===== src/design/spfo_pkg.sv =====
// ----------------------------------------------------------------------------
// spfo_pkg
// Shared types and constants for the stereo PCM overwrite ring FIFO.
// ----------------------------------------------------------------------------
package spfo_pkg;

  // fixed field widths
  localparam int SAMPLE_W   = 16;
  localparam int FRAME_W    = 2 * SAMPLE_W;
  localparam int CAP_W      = 13;
  localparam int CNT_W      = 32;
  localparam int MODE_W     = 2;
  localparam int DEPTH_DEF  = 4096;

  localparam logic [CAP_W-1:0] CAP_RESET = 13'd4096;

  // request codes
  localparam logic [MODE_W-1:0] MODE_WRITE = 2'd0;
  localparam logic [MODE_W-1:0] MODE_READ  = 2'd1;
  localparam logic [MODE_W-1:0] MODE_FLUSH = 2'd2;

  // per-request status handed from ring control to the output stage
  typedef struct packed {
    logic             got;
    logic             under;
    logic             over;
    logic [CAP_W-1:0] fill;
    logic [CNT_W-1:0] written;
    logic [CNT_W-1:0] rd;
    logic [CNT_W-1:0] dropped;
    logic [CNT_W-1:0] underrun;
  } spfo_meta_t;

endpackage


===== src/design/spfo_out.sv =====
// ----------------------------------------------------------------------------
// spfo_out
// Output side: a stage that waits for the store read data, then the result
// register; the stage doubles as skid storage while the result is stalled.
// ----------------------------------------------------------------------------
module spfo_out (
  input  logic                          clk,
  input  logic                          rst,
  input  logic                          push,
  input  spfo_pkg::spfo_meta_t          meta_in,
  input  logic [spfo_pkg::FRAME_W-1:0]  ram_rdata,
  output logic                          take,
  output logic                          out_valid,
  input  logic                          out_ready,
  output logic [spfo_pkg::FRAME_W-1:0]  out_frame,
  output spfo_pkg::spfo_meta_t          out_meta
);

  import spfo_pkg::*;

  logic       s1_valid;
  spfo_meta_t s1_meta;
  logic       s1_move;

  assign s1_move = s1_valid & (~out_valid | out_ready);
  assign take    = ~s1_valid | s1_move;

  // handshake state
  always_ff @(posedge clk) begin
    if (rst) begin
      s1_valid  <= 1'b0;
      out_valid <= 1'b0;
    end else begin
      if (push) begin
        s1_valid <= 1'b1;
      end else if (s1_move) begin
        s1_valid <= 1'b0;
      end
      if (s1_move) begin
        out_valid <= 1'b1;
      end else if (out_ready) begin
        out_valid <= 1'b0;
      end
    end
  end

  // payload registers
  always_ff @(posedge clk) begin
    if (push) begin
      s1_meta <= meta_in;
    end
    if (s1_move) begin
      out_meta  <= s1_meta;
      out_frame <= s1_meta.got ? ram_rdata : '0;
    end
  end

endmodule


===== config.mk =====
export PLATFORM = sky130hd
export DESIGN_NAME = spfo_out
export DESIGN_NICKNAME = d
export VERILOG_FILES = /design/src/design/spfo_pkg.sv /design/src/design/spfo_out.sv
export SDC_FILE = /design/constraint.sdc
export NUM_CORES = 1
export LEC_CHECK = 0
export BUFFER_PORTS_ARGS = -buffer_cell sky130_fd_sc_hd__buf_2
export CORE_ASPECT_RATIO = 1.5
export CORE_MARGIN = 2
export CORE_UTILIZATION = 25
export DETAILED_ROUTE_END_ITERATION = 7
export GPL_TIMING_DRIVEN = 0
export PLACE_DENSITY_LB_ADDON = 0.3
export SYNTH_ARGS = -nofsm -noshare
export SYNTH_HDL_FRONTEND = slang
export SYNTH_SLANG_ARGS = --single-unit

===== constraint.sdc =====
create_clock -name clk -period 8 [get_ports clk]
set_input_delay 1.2 -clock clk [delete_from_list [all_inputs] [get_ports clk]]
set_output_delay 1.2 -clock clk [all_outputs]
set_load 0.02 [all_outputs]

==> results.ini, run 1 <==
[placement]
numPortBuffers=357
placed_cell_area_mm2=0.01245
gp_congestion=0.6987
dp_cells=1224
hpwl_mm=14.71
pre_cts_ws_ps=5131

[logic_synthesis]
ys_types=9
synthesis.area_mm2=0.009942
syn_area_per_cell_um2=27.31
netlist_instances=364
syn_nets=544
yosys_warnings=0
synth_seq_cells=322
ys_seq_area_share_pct=97.06

[timing]
fin_crit_sh_pct=35.40
setup-violations-final=0
slew-limit-headroom_pct=46.22
worst_pin_slew_ps=806.7
worst_slack_ps=5168
max_clock_freq_ghz=0.3531
hold_viol_final=0
whs_ps=409.0
rsz0062_at_grt=no
layout_min_cycle_time_ps=2832
fin_skew_ps=23.87
final-max-slew-violation-count=0

[cts]
cts_hold_buf=0
post_cts_buffers=0
cts.reportedPaths.clkPinSlew_ps=60
root_buffer=clkbuf_16
numCtsBuffers=31
clock_sinks=322
clock_path_buffers=3
cts_tree=done
clock_latency_ps=570
htree_levels=1
cts_resized=0

[final_layout]
final_common_cell=buf_2
nNetsFinal=937
synthToLayoutAreaGrowth_pct=35.50
final_cell_area_mm2=0.01347
finalNonFillerCells=1282
final_cell_mix=buf_2 (356), edfxtp_1 (320), and2_2 (32)
utilization_pct=34.27
layout-drive-gt1-share_pct=56.23

[critical_path]
worstPathMaxFanout=2
reg2reg_slack_ps=6180
reg2reg_from=out_valid
critPathCaptureType=output pin
required_ps=6800
crit_type=input port to output pin
arrival_ps=1630
cp-start-kind=input port
critPathLaunch=out_ready

[die]
start_util_pct=25.29
die_w_um=166.8
dieArea_mm2=0.04141
rows=89
io_pins=358
dieHeight_um=248.2
core_area_mm2=0.03931

[route]
vias=4832
drt_first_pass_iters=4
wl_per_cell_um=16.37
wl_mm=20.99
via_per_inst=3.769
drt_iter0_markers=276
drcViolationCount=0
drtAntennaViolNets=0

[hold_path]
worstHoldPathType=flop to flop
worstHoldStart=s1_meta[97]

[power]
comb_power_share_pct=5.6
vdd_ir_drop_max_mv=0.1647
p_leak_nw=5.155
seqPwrFrac_pct=54.5
internal_power_mw=2.929
swShare_pct=20.66
power_density_mw_per_mm2=274.1
p_clk_share_pct=40.0
netSwitchingPower_uw=762.7

[global_route]
grt_max_degree=91
grt_util_all_layers_pct=9.516
grt_pass1_wl_mm=29.94
grt_overflow_total=0
antenna_found_initial=11
grt_pass1_vias=5092

[outcome]
outcome=finished clean

[job]
maxCapViolations=0

[stage by stage]
step | power, mW | TNS [ps]
finish | 3.692 | 0
global route | 3.830 | 0
CTS | 3.760 | 0
detailed placement | 2.259 | 0
global placement | 2.261 | -14180
floorplan | 2.137 | 0
[registers in the layout (all words and copies together), names as in the netlist]
name / flops
out_meta: 144
s1_meta: 144
out_frame: 32
out_valid: 1
s1_valid: 1
[synth_stat cells (all sizes together)]
cell	instances	area, um^2
nand2b	1	6.260
inv	2	7.510
a21oi	2	10.01
nand3b	1	7.510
and2	33	246.5
clkbuf	3	15.01
edfxtp	320	9609
dfxtp	2	40.04
[final timing paths]
kind | endpoint | cells past startpoint
setup reg to reg | out_meta[57] | 3
hold / removal | out_meta[97] | 0
hold reg to reg | out_meta[97] | 0
setup / recovery | take | 3
[worst max-delay path, stage by stage]
cell and delay (ps):
buf_2 100, nand3b_1 160, buf_2 170
[cells by family after synthesis]
logic type             Yosys count  share of synthesized area, %
AO/OA/AOI/OAI                    2                        0.1007
buffers and inverters            5                        0.2265
flip-flops                     322                         97.06
AND/OR/NAND/NOR                 35                         2.618
[layer usage]
metal | track usage, % | part of all wire [%] | vias up
met5 | 0 | 0.49 | -
met1 | 9.104 | 32 | 2301
met4 | 4.488 | 3.3 | 16
li1 | - | - | 2231
met2 | 17.53 | 54 | 227
met3 | 4.067 | 9.9 | 57
[power groups by stage]
stage / clock [mW] / sequential, mW / combinational (mW)
after floorplan: 0 / 2.11 / 0.0257
after global placement: 0 / 2.06 / 0.203
after detailed placement: 0 / 2.05 / 0.211
after CTS: 1.54 / 2.01 / 0.212
after global routing: 1.59 / 2.02 / 0.223
final: 1.48 / 2.01 / 0.205
[final cells by class]
cell class	count	area, um^2
Fill cell	3787	25840
Clock inverter	17	216.5
Inverter	2	7.507
Buffer	3	15.01
Tap cell	500	625.6
Clock buffer	38	802.0
Sequential cell	322	9649
Timing Repair Buffer	360	1876
Multi-Input combinational cell	37	272.8
Antenna cell	3	7.507
Note: power is estimated with default switching activity, not from simulation.
==> inputs of run 2 (changes only) <==
- clock period: 8 -> 2.94 ns (I/O delays scaled with it)
==> run 2 against run 1 <==
Hold slack lost 360 ps; routed wire length shrank 2.7%; clock skew shrank 18 ps; non-clock buffer count is the same; sequential share of layout area shrank 0.059 points; count of clock-buffer cells in the layout grew 6; register-to-register slack lost 5100 ps; critical path type is now flop to flop; global-route usage shrank 0.19 points; cell count is essentially flat; worst setup slack lost 4100 ps.
==> results.ini, run 2 (synthesis results as in run 1) <==
[outcome]
outcome=finished clean  ; unchanged

[die]
io_pins=358  ; unchanged
start_util_pct=25.29  ; unchanged
dieHeight_um=248.2  ; unchanged
core_area_mm2=0.03931  ; unchanged
dieArea_mm2=0.04141  ; unchanged
rows=89  ; unchanged
die_w_um=166.8  ; unchanged

[timing]
worst_slack_ps=1112  ; was 5168 ps
slew-limit-headroom_pct=49.33  ; was 46.22%
whs_ps=53.07  ; was 409.0 ps
setup-violations-final=0  ; unchanged
worst_pin_slew_ps=760.1  ; was 806.7 ps
final-max-slew-violation-count=0  ; unchanged
max_clock_freq_ghz=0.5471
rsz0062_at_grt=no  ; unchanged
fin_skew_ps=6.130  ; was 23.87 ps
layout_min_cycle_time_ps=1828
fin_crit_sh_pct=62.17
hold_viol_final=0  ; unchanged

[route]
wl_per_cell_um=15.92  ; was 16.37 um
vias=4846  ; was 4,832
drcViolationCount=0  ; unchanged
drtAntennaViolNets=0  ; unchanged
via_per_inst=3.777  ; was 3.769
drt_iter0_markers=304  ; was 276
drt_first_pass_iters=4  ; unchanged
wl_mm=20.43  ; was 20.99 mm

[power]
p_total_mw=10.02  ; was 3.692 mW
p_leak_nw=5.150  ; was 5.155 nW
power_density_mw_per_mm2=743.1  ; was 274.1 mW/mm^2
vdd_ir_drop_max_mv=0.5650  ; was 0.1647 mV

[final_layout]
layout-drive-gt1-share_pct=56.35  ; was 56.23%
final_common_cell=buf_2  ; unchanged
nNetsFinal=937  ; unchanged
n_fill_cell=3780  ; was 3,787
finalNonFillerCells=1283  ; was 1,282
top_regs=out_meta: 144 flops, s1_meta: 144 flops, out_frame: 32 flops  ; unchanged
regArea_mm2=0.009649  ; unchanged
multi_input_area_um2=272.8  ; unchanged
final_cell_mix=buf_2 (356), edfxtp_1 (320), and2_2 (32)  ; unchanged
synthToLayoutAreaGrowth_pct=35.62  ; was 35.50%
utilization_pct=34.30  ; was 34.27%

[cts]
post_cts_buffers=0  ; unchanged
clock_path_buffers=3  ; unchanged
cts_resized=0  ; unchanged
cts_tree=done  ; unchanged
numCtsBuffers=31  ; unchanged
htree_levels=1  ; unchanged
cts_hold_buf=0  ; unchanged
cts.reportedPaths.clkPinSlew_ps=60  ; about the same
clock_latency_ps=550  ; was 570 ps
root_buffer=clkbuf_16  ; unchanged
clock_sinks=322  ; unchanged

[global_route]
grt_pass1_vias=5122  ; was 5,092
grt_overflow_total=0  ; unchanged
grt_max_degree=93  ; was 91
grt_util_all_layers_pct=9.323  ; was 9.516%
grt_pass1_wl_mm=29.57  ; was 29.94 mm
antenna_found_initial=6  ; was 11

[critical_path]
crit_type=flop to flop  ; was input port to output pin
worstPathMaxFanout=65  ; was 2
cp_slowest_cell=and2_4  ; was buf_2
required_ps=3160  ; was 6800 ps
slowest_delay_ps=650  ; was 170 ps
path_cells=nand2b_1 -> and2_4 -> buf_16  ; was buf_2 -> nand3b_1 -> buf_2
cp-start-kind=flop  ; was input port
arrival_ps=2040  ; was 1630 ps
critPathCaptureType=flop  ; was output pin
crit_family=simple AND/OR/NAND/NOR gates  ; was buffers and inverters
path_buf_inv=1  ; was 2
reg2reg_slack_ps=1110  ; was 6180 ps

[placement]
numPortBuffers=357  ; unchanged
hpwl_mm=14.37  ; was 14.71 mm
dp_cells=1224  ; unchanged
pre_cts_ws_ps=840.1  ; was 5131 ps
gp_congestion=0.7404  ; was 0.6987

[job]
maxCapViolations=0  ; unchanged

[hold_path]
worstHoldPathType=input port to flop  ; was flop to flop

[run 2: where the power goes]
| group | switching, mW | internal, mW | total (mW) |
|---|---|---|---|
| Sequential | 0.0659 | 5.40 | 5.47 |
| Combinational | 0.360 | 0.198 | 0.559 |
| Clock | 1.61 | 2.38 | 3.99 |
| Total | 2.03 | 7.99 | 10.0 |
[run 2: stage by stage]
step | setup TNS (ps) | area, um^2
floorplan | 0 | 9945
global placement | -70440 | 12360
detailed placement | 0 | 12450
CTS | 0 | 13470
global route | 0 | 13480
finish | 0 | 13480
[run 2: metal layers]
| metal | track usage (%) | share of wire [%] | vias to the layer above | wire, um |
|---|---|---|---|---|
| li1 | - | - | 2229 | - |
| met1 | 9.126 | 33 | 2333 | 6671 |
| met2 | 17.45 | 55 | 238 | 11180 |
| met3 | 3.527 | 9.4 | 42 | 1915 |
| met4 | 4.031 | 3.1 | 4 | 631 |
| met5 | 0 | 0.13 | - | 27 |
[run 2: worst paths after layout]
kind,endpoint,depth (start not counted),from
worst max-delay path,out_meta[8],3,out_valid
worst min-delay path,s1_valid,2,rst
worst max register to register,out_meta[8],3,out_valid
worst min register to register,out_meta[10],0,s1_meta[10]
[run 2: area by class of cell]
| class | count | area share (%) |
|---|---|---|
| antenna | 4 | 0.07424 |
| buffer | 3 | 0.1114 |
| clock buffer | 44 | 6.412 |
| clock inverter | 11 | 1.206 |
| inverter | 2 | 0.05568 |
| multi-input combinational | 37 | 2.023 |
| sequential | 322 | 71.57 |
| tap | 500 | 4.640 |
| timing repair buffer | 360 | 13.91 |
