## config.mk

```make
export PLATFORM = sky130hd
export DESIGN_NAME = spfo_ctrl
export DESIGN_NICKNAME = d
export VERILOG_FILES = /design/src/design/spfo_pkg.sv /design/src/design/spfo_ctrl.sv
export SDC_FILE = /design/constraint.sdc
export NUM_CORES = 1
export LEC_CHECK = 0
export ABC_CLOCK_PERIOD_IN_PS = 10100
export BUFFER_PORTS_ARGS = -buffer_cell sky130_fd_sc_hd__buf_4
export CAP_MARGIN = 0
export CORE_MARGIN = 5
export CORE_UTILIZATION = 50
export DETAILED_ROUTE_END_ITERATION = 8
export PLACE_DENSITY_LB_ADDON = 0.1
export SETUP_SLACK_MARGIN = 0.5
export SYNTH_ARGS = -nofsm -noshare
export SYNTH_HDL_FRONTEND = slang
export SYNTH_SLANG_ARGS = --single-unit
```

## constraint.sdc

```tcl
create_clock -name clk -period 10.1 [get_ports clk]
set_input_delay 0.505 -clock clk [delete_from_list [all_inputs] [get_ports clk]]
set_output_delay 0.505 -clock clk [all_outputs]
set_load 0.1 [all_outputs]
```

## src/design/spfo_pkg.sv

```systemverilog
// ----------------------------------------------------------------------------
// spfo_pkg
// Shared types and constants for the stereo PCM overwrite ring FIFO.
// ----------------------------------------------------------------------------
package spfo_pkg;

  // fixed field widths
  localparam int SAMPLE_W   = 16;
  localparam int FRAME_W    = 2 * SAMPLE_W;
  localparam int CAP_W      = 13;
  localparam int CNT_W      = 32;
  localparam int MODE_W     = 2;
  localparam int DEPTH_DEF  = 4096;

  localparam logic [CAP_W-1:0] CAP_RESET = 13'd4096;

  // request codes
  localparam logic [MODE_W-1:0] MODE_WRITE = 2'd0;
  localparam logic [MODE_W-1:0] MODE_READ  = 2'd1;
  localparam logic [MODE_W-1:0] MODE_FLUSH = 2'd2;

  // per-request status handed from ring control to the output stage
  typedef struct packed {
    logic             got;
    logic             under;
    logic             over;
    logic [CAP_W-1:0] fill;
    logic [CNT_W-1:0] written;
    logic [CNT_W-1:0] rd;
    logic [CNT_W-1:0] dropped;
    logic [CNT_W-1:0] underrun;
  } spfo_meta_t;

endpackage

```

## src/design/spfo_ctrl.sv

```systemverilog
// ----------------------------------------------------------------------------
// spfo_ctrl
// Ring control: capacity register, pointers, fill count, event counters and
// the frame store access for each accepted request.
// ----------------------------------------------------------------------------
module spfo_ctrl #(
  parameter int DEPTH = spfo_pkg::DEPTH_DEF
) (
  input  logic                          clk,
  input  logic                          rst,
  // request side
  input  logic                          accept,
  input  logic [spfo_pkg::MODE_W-1:0]   mode,
  input  logic [spfo_pkg::FRAME_W-1:0]  frame_in,
  output spfo_pkg::spfo_meta_t          meta,
  // frame store
  output logic                          ram_we,
  output logic [$clog2(DEPTH)-1:0]      ram_waddr,
  output logic [spfo_pkg::FRAME_W-1:0]  ram_wdata,
  output logic                          ram_re,
  output logic [$clog2(DEPTH)-1:0]      ram_raddr,
  // configuration
  input  logic                          psel,
  input  logic                          penable,
  input  logic                          pwrite,
  input  logic [2:0]                    paddr,
  input  logic [31:0]                   pwdata,
  output logic [31:0]                   prdata
);

  import spfo_pkg::*;

  localparam int PW = $clog2(DEPTH);
  localparam int KW = (PW + 1 > CAP_W) ? PW + 1 : CAP_W;

  logic [CAP_W-1:0] capacity;
  logic [PW-1:0]    rptr, rptr_next;
  logic [PW-1:0]    wptr, wptr_next;
  logic [KW-1:0]    held, held_next;
  logic [CNT_W-1:0] cnt_wr, cnt_wr_next;
  logic [CNT_W-1:0] cnt_rd, cnt_rd_next;
  logic [CNT_W-1:0] cnt_drop, cnt_drop_next;
  logic [CNT_W-1:0] cnt_under, cnt_under_next;
  logic [KW-1:0]    cap_eff;
  logic             cfg_wr;
  logic             got, under, over;

  function automatic logic [PW-1:0] advance(input logic [PW-1:0] p,
                                            input logic [KW-1:0] cap);
    logic [KW-1:0] n;
    n = KW'(p) + KW'(1);
    return (n >= cap) ? '0 : n[PW-1:0];
  endfunction

  // capacity in use, clamped to 1..DEPTH
  always_comb begin
    if (capacity == '0) begin
      cap_eff = KW'(1);
    end else if (KW'(capacity) > KW'(DEPTH)) begin
      cap_eff = KW'(DEPTH);
    end else begin
      cap_eff = KW'(capacity);
    end
  end

  // configuration write and readback
  assign cfg_wr = psel & penable & pwrite & (paddr[2] == 1'b0);
  assign prdata = (paddr[2] == 1'b0) ? 32'(capacity) : '0;

  always_ff @(posedge clk) begin
    if (rst) begin
      capacity <= CAP_RESET;
    end else if (cfg_wr) begin
      capacity <= pwdata[CAP_W-1:0];
    end
  end

  // per-request ring update
  always_comb begin
    rptr_next      = rptr;
    wptr_next      = wptr;
    held_next      = held;
    cnt_wr_next    = cnt_wr;
    cnt_rd_next    = cnt_rd;
    cnt_drop_next  = cnt_drop;
    cnt_under_next = cnt_under;
    got            = 1'b0;
    under          = 1'b0;
    over           = 1'b0;
    ram_we         = 1'b0;
    case (mode)
      MODE_WRITE: begin
        ram_we      = accept;
        wptr_next   = advance(wptr, cap_eff);
        cnt_wr_next = cnt_wr + 1'b1;
        if (held >= cap_eff) begin
          // full: drop the oldest frame, fill level stays
          over          = 1'b1;
          rptr_next     = advance(rptr, cap_eff);
          cnt_drop_next = cnt_drop + 1'b1;
        end else begin
          held_next = held + 1'b1;
        end
      end
      MODE_READ: begin
        if (held == '0) begin
          under          = 1'b1;
          cnt_under_next = cnt_under + 1'b1;
        end else begin
          got         = 1'b1;
          rptr_next   = advance(rptr, cap_eff);
          held_next   = held - 1'b1;
          cnt_rd_next = cnt_rd + 1'b1;
        end
      end
      MODE_FLUSH: begin
        rptr_next = '0;
        wptr_next = '0;
        held_next = '0;
      end
      default: begin
      end
    endcase
  end

  // store access: frame read issued with the request, data next cycle
  assign ram_waddr = wptr;
  assign ram_wdata = frame_in;
  assign ram_re    = accept;
  assign ram_raddr = rptr;

  // pointer and counter registers
  always_ff @(posedge clk) begin
    if (rst) begin
      rptr      <= '0;
      wptr      <= '0;
      held      <= '0;
      cnt_wr    <= '0;
      cnt_rd    <= '0;
      cnt_drop  <= '0;
      cnt_under <= '0;
    end else if (cfg_wr) begin
      rptr <= '0;
      wptr <= '0;
      held <= '0;
    end else if (accept) begin
      rptr      <= rptr_next;
      wptr      <= wptr_next;
      held      <= held_next;
      cnt_wr    <= cnt_wr_next;
      cnt_rd    <= cnt_rd_next;
      cnt_drop  <= cnt_drop_next;
      cnt_under <= cnt_under_next;
    end
  end

  // status of this request
  always_comb begin
    meta.got      = got;
    meta.under    = under;
    meta.over     = over;
    meta.fill     = held_next[CAP_W-1:0];
    meta.written  = cnt_wr_next;
    meta.rd       = cnt_rd_next;
    meta.dropped  = cnt_drop_next;
    meta.underrun = cnt_under_next;
  end

endmodule

```

==> results_dict.tcl <==
set metrics [dict create \
    status "finished clean" \
    fin_worst_hold_slack_ns 0.301 \
    drt_drc_violations_left 0 \
    final_critical_path_setup_slack_ns 5.30 \
    power_leakage_nw 5.90 \
    multi_input_area_mm2 0.00834 \
    endpoint_kind "output pin" \
    max_cap_check_violation_count 0 \
    setup_tns_final_ns 0 \
    dieHeight_um 170 \
    synthFlopType "sky130_fd_sc_hd__dfxtp_1" \
    timing.critical_path.slowest_cell_delay_ns 0.56 \
    yosys_warnings 0 \
    synth-edff-count 0 \
    cts-root-to-sink-buffers 2 \
    placement.io_buffers 204 \
    totalWireLength_mm 36.1 \
    post_cts_resized 0 \
    required_time_worst_endpoint_ns 9.60 \
    grt_util_all_layers 0.244 \
    cp_common_cell "sky130_fd_sc_hd__nor2_1" \
    layout_worst_path_cycle_share 0.475 \
    cts.sinks 178 \
    timing.critical_path.cells "nor4_1, a31oi_1, nor2_1, ha_1, nor3b_1, o21ai_0, a31o_2, nor2_1, a41oi_1, o311ai_0, buf_4" \
    grt.overflow.total 0 \
    max_freq_mhz 209 \
    start_util 0.507 \
    timing.final.crit_period_ns 4.80 \
    gp_congestion 0.899 \
    pre_cts_ws_ns 5.87 \
    route.detailed.vias_per_inst 5.75 \
    yosysTopAreaCellShare 0.280 \
    first_global_vias 11706 \
    slew_headroom 0.223 \
    seq_area_frac_synth 0.280 \
    die-width_um 170 \
    synth_largest_area_cell "sky130_fd_sc_hd__dfxtp_1" \
    clock_tree_from_tritoncts "built" \
    final_common_cell "sky130_fd_sc_hd__buf_4" \
    synth.area.top_cells "sky130_fd_sc_hd__dfxtp_1 28%, sky130_fd_sc_hd__xnor2_1 8.6%, sky130_fd_sc_hd__xor2_1 8.0%, sky130_fd_sc_hd__nor2_1 6.0%, sky130_fd_sc_hd__nand2_1 5.2%" \
    filler_instances 2343 \
    fp.dieArea_mm2 0.0288 \
    postSynth.asyncResetShare 0 \
    cts.hold.buffers_added 0 \
    floorplan.io_pins 309 \
    critical_path_class "reg -> out" \
    post_cts.repair.setup_buffers 0 \
    postSynthCellCount 1677 \
    antenna_left 0 \
    postSynthRegisterBits 178 \
    cpMaxStageDelayCell "sky130_fd_sc_hd__nor2_1" \
    count_of_final_setup_violators 0 \
    worst_ir_drop_vdd_v 0.0000848 \
    synth_area_per_cell_um2 7.59 \
    core_area_mm2 0.0251 \
    flow.area_growth_from_synthesis_pct 15.0 \
    cp-start-kind "register" \
    drive_above_1_share 0.154 \
    synth_cell_types 76 \
    number_of_search_and_repair_iterations_in_the_first_detailed_routing_pass 5 \
    hold_path_class "in -> reg" \
    final_net_count 1907 \
    cts.clk_slew.worst_paths_ns 0.08 \
    antenna_found_initial 0 \
    cp_data_arrival_time_ns 4.29 \
    tightestPinTransition_ns 1.15 \
    report.final.slew_viol_count 0 \
    first_pass_grt_wire_length_mm 59.0 \
    dp_hpwl_mm 25.8 \
    fin_skew_ns 0.0164 \
    routed-via-count 12237 \
    cts_inserted_buffers 17 \
    syn_area_mm2 0.0127 \
    grt_max_degree 73 \
    antennaDiodeCount 0 \
    cts.htree.levels 4 \
    seqCellArea_mm2 0.00356 \
    power.total_mw 1.76 \
    power_per_cell_area_mw_per_mm2 120 \
    final_cell_mix "219 x sky130_fd_sc_hd__buf_4, 204 x sky130_fd_sc_hd__nor2_1, 178 x sky130_fd_sc_hd__dfxtp_1, 176 x sky130_fd_sc_hd__nand2_1, 125 x sky130_fd_sc_hd__xnor2_1" \
    drt_first_iter_violations 782 \
    hold_viol_final 0 \
    rows 58 \
    rsz0062_at_grt "no" \
    clkLatencyLatePin_ns 0.43 \
    drt-wirelength-per-cell_um 17.0 \
    ctsRootBufferMaster "sky130_fd_sc_hd__clkbuf_16" \
    critical_path_peak_fanout 15 \
]
cell type report:
type | count | share of cell area
multi-input cells | 1340 | 0.570
flip-flops and latches | 178 | 0.243
repair buffers | 219 | 0.112
clock buffers | 18 | 0.0293
well taps | 330 | 0.0282
clock inverters | 14 | 0.0101
inverters | 28 | 0.00718
path summary, 6_finish.rpt:
check,startpoint,endpoint,slack [ns],depth (start not counted)
max,capacity[5],meta[139],5.30,11
min,pwdata[12],capacity[12],0.30,2
max reg2reg,ram_waddr[0],ram_waddr[2],5.95,12
min reg2reg,cnt_wr[1],cnt_wr[1],0.49,2
flip-flops by register name, indices dropped and copies added, names as in the netlist:
signal / cells
cnt_under: 32
held: 13
cnt_drop: 32
ram_raddr: 12
cnt_rd: 32
cnt_wr: 32
capacity: 13
ram_waddr: 12
Yosys cell counts, types with 3 or more instances:
master,instances
sky130_fd_sc_hd__nor2_1,204
sky130_fd_sc_hd__a31oi_1,13
sky130_fd_sc_hd__xor2_1,117
sky130_fd_sc_hd__o211ai_1,11
sky130_fd_sc_hd__and3_1,37
sky130_fd_sc_hd__o31ai_1,15
sky130_fd_sc_hd__nand2_1,177
sky130_fd_sc_hd__a21oi_1,81
sky130_fd_sc_hd__xnor2_1,125
sky130_fd_sc_hd__mux2i_1,9
sky130_fd_sc_hd__nor3_1,57
sky130_fd_sc_hd__nand3_1,93
sky130_fd_sc_hd__nor2b_1,18
sky130_fd_sc_hd__and4_1,11
sky130_fd_sc_hd__a21o_1,6
sky130_fd_sc_hd__a2111oi_0,3
sky130_fd_sc_hd__or3_1,35
sky130_fd_sc_hd__dfxtp_1,178
sky130_fd_sc_hd__nand4_1,41
sky130_fd_sc_hd__buf_4,58
sky130_fd_sc_hd__inv_1,26
sky130_fd_sc_hd__ha_1,48
sky130_fd_sc_hd__o21ai_0,44
sky130_fd_sc_hd__o22ai_1,8
sky130_fd_sc_hd__buf_2,8
sky130_fd_sc_hd__clkbuf_1,79
sky130_fd_sc_hd__o32ai_1,5
sky130_fd_sc_hd__or4_1,18
sky130_fd_sc_hd__or2_2,6
sky130_fd_sc_hd__nor4_1,21
sky130_fd_sc_hd__a22oi_1,7
sky130_fd_sc_hd__a32o_1,6
sky130_fd_sc_hd__a211oi_1,14
sky130_fd_sc_hd__nand2b_1,16
sky130_fd_sc_hd__a311oi_1,8
sky130_fd_sc_hd__o2111ai_1,3
sky130_fd_sc_hd__and2_1,13
sky130_fd_sc_hd__nor3b_1,6
routing by layer:
metal,wire [um],track usage,vias to the layer above
met5,0,0,-
met4,612,0.0613,0
met3,2460,0.0473,59
met2,16800,0.413,382
met1,16200,0.322,5775
li1,-,-,6021
cells by family (layout without fill, tap and decap cells):
logic type,count (synthesis),in the layout,synth area share
AO/OA/AOI/OAI,247,247,0.125
XOR/XNOR,242,242,0.166
adder cells (fa/ha/maj),48,48,0.0472
buffers and inverters,177,279,0.0708
flip-flops,178,178,0.280
multiplexers,11,11,0.00884
other,1,19,0.000295
AND/OR/NAND/NOR,773,773,0.302
worst max-delay path: cells and delay by family, from the launching register on:
family	cells	cell delay, ns
fa+ha+maj	1	0.31
flops	1	0.35
buf+inv	1	0.40
simple gates	4	1.37
compound gates	5	1.42
through the flow:
stage	cells	utilization	instance area, um2
3_3_place_gp	2095	0.560	14100
4_1_cts	2127	0.583	14600
2_1_floorplan	1695	-	12800
5_1_grt	2127	0.583	14600
3_5_place_dp	2095	0.560	14100
6_report	2127	0.583	14600
report_power, final:
group / leakage (nW) / total, mW / switching [mW] / internal (mW)
combinational: 4.19 / 0.384 / 0.299 / 0.0851
clock: 0.279 / 0.654 / 0.324 / 0.329
sequential: 1.43 / 0.723 / 0.0153 / 0.708
total: 5.90 / 1.76 / 0.639 / 1.12
Note: power is estimated with default switching activity, not from simulation.
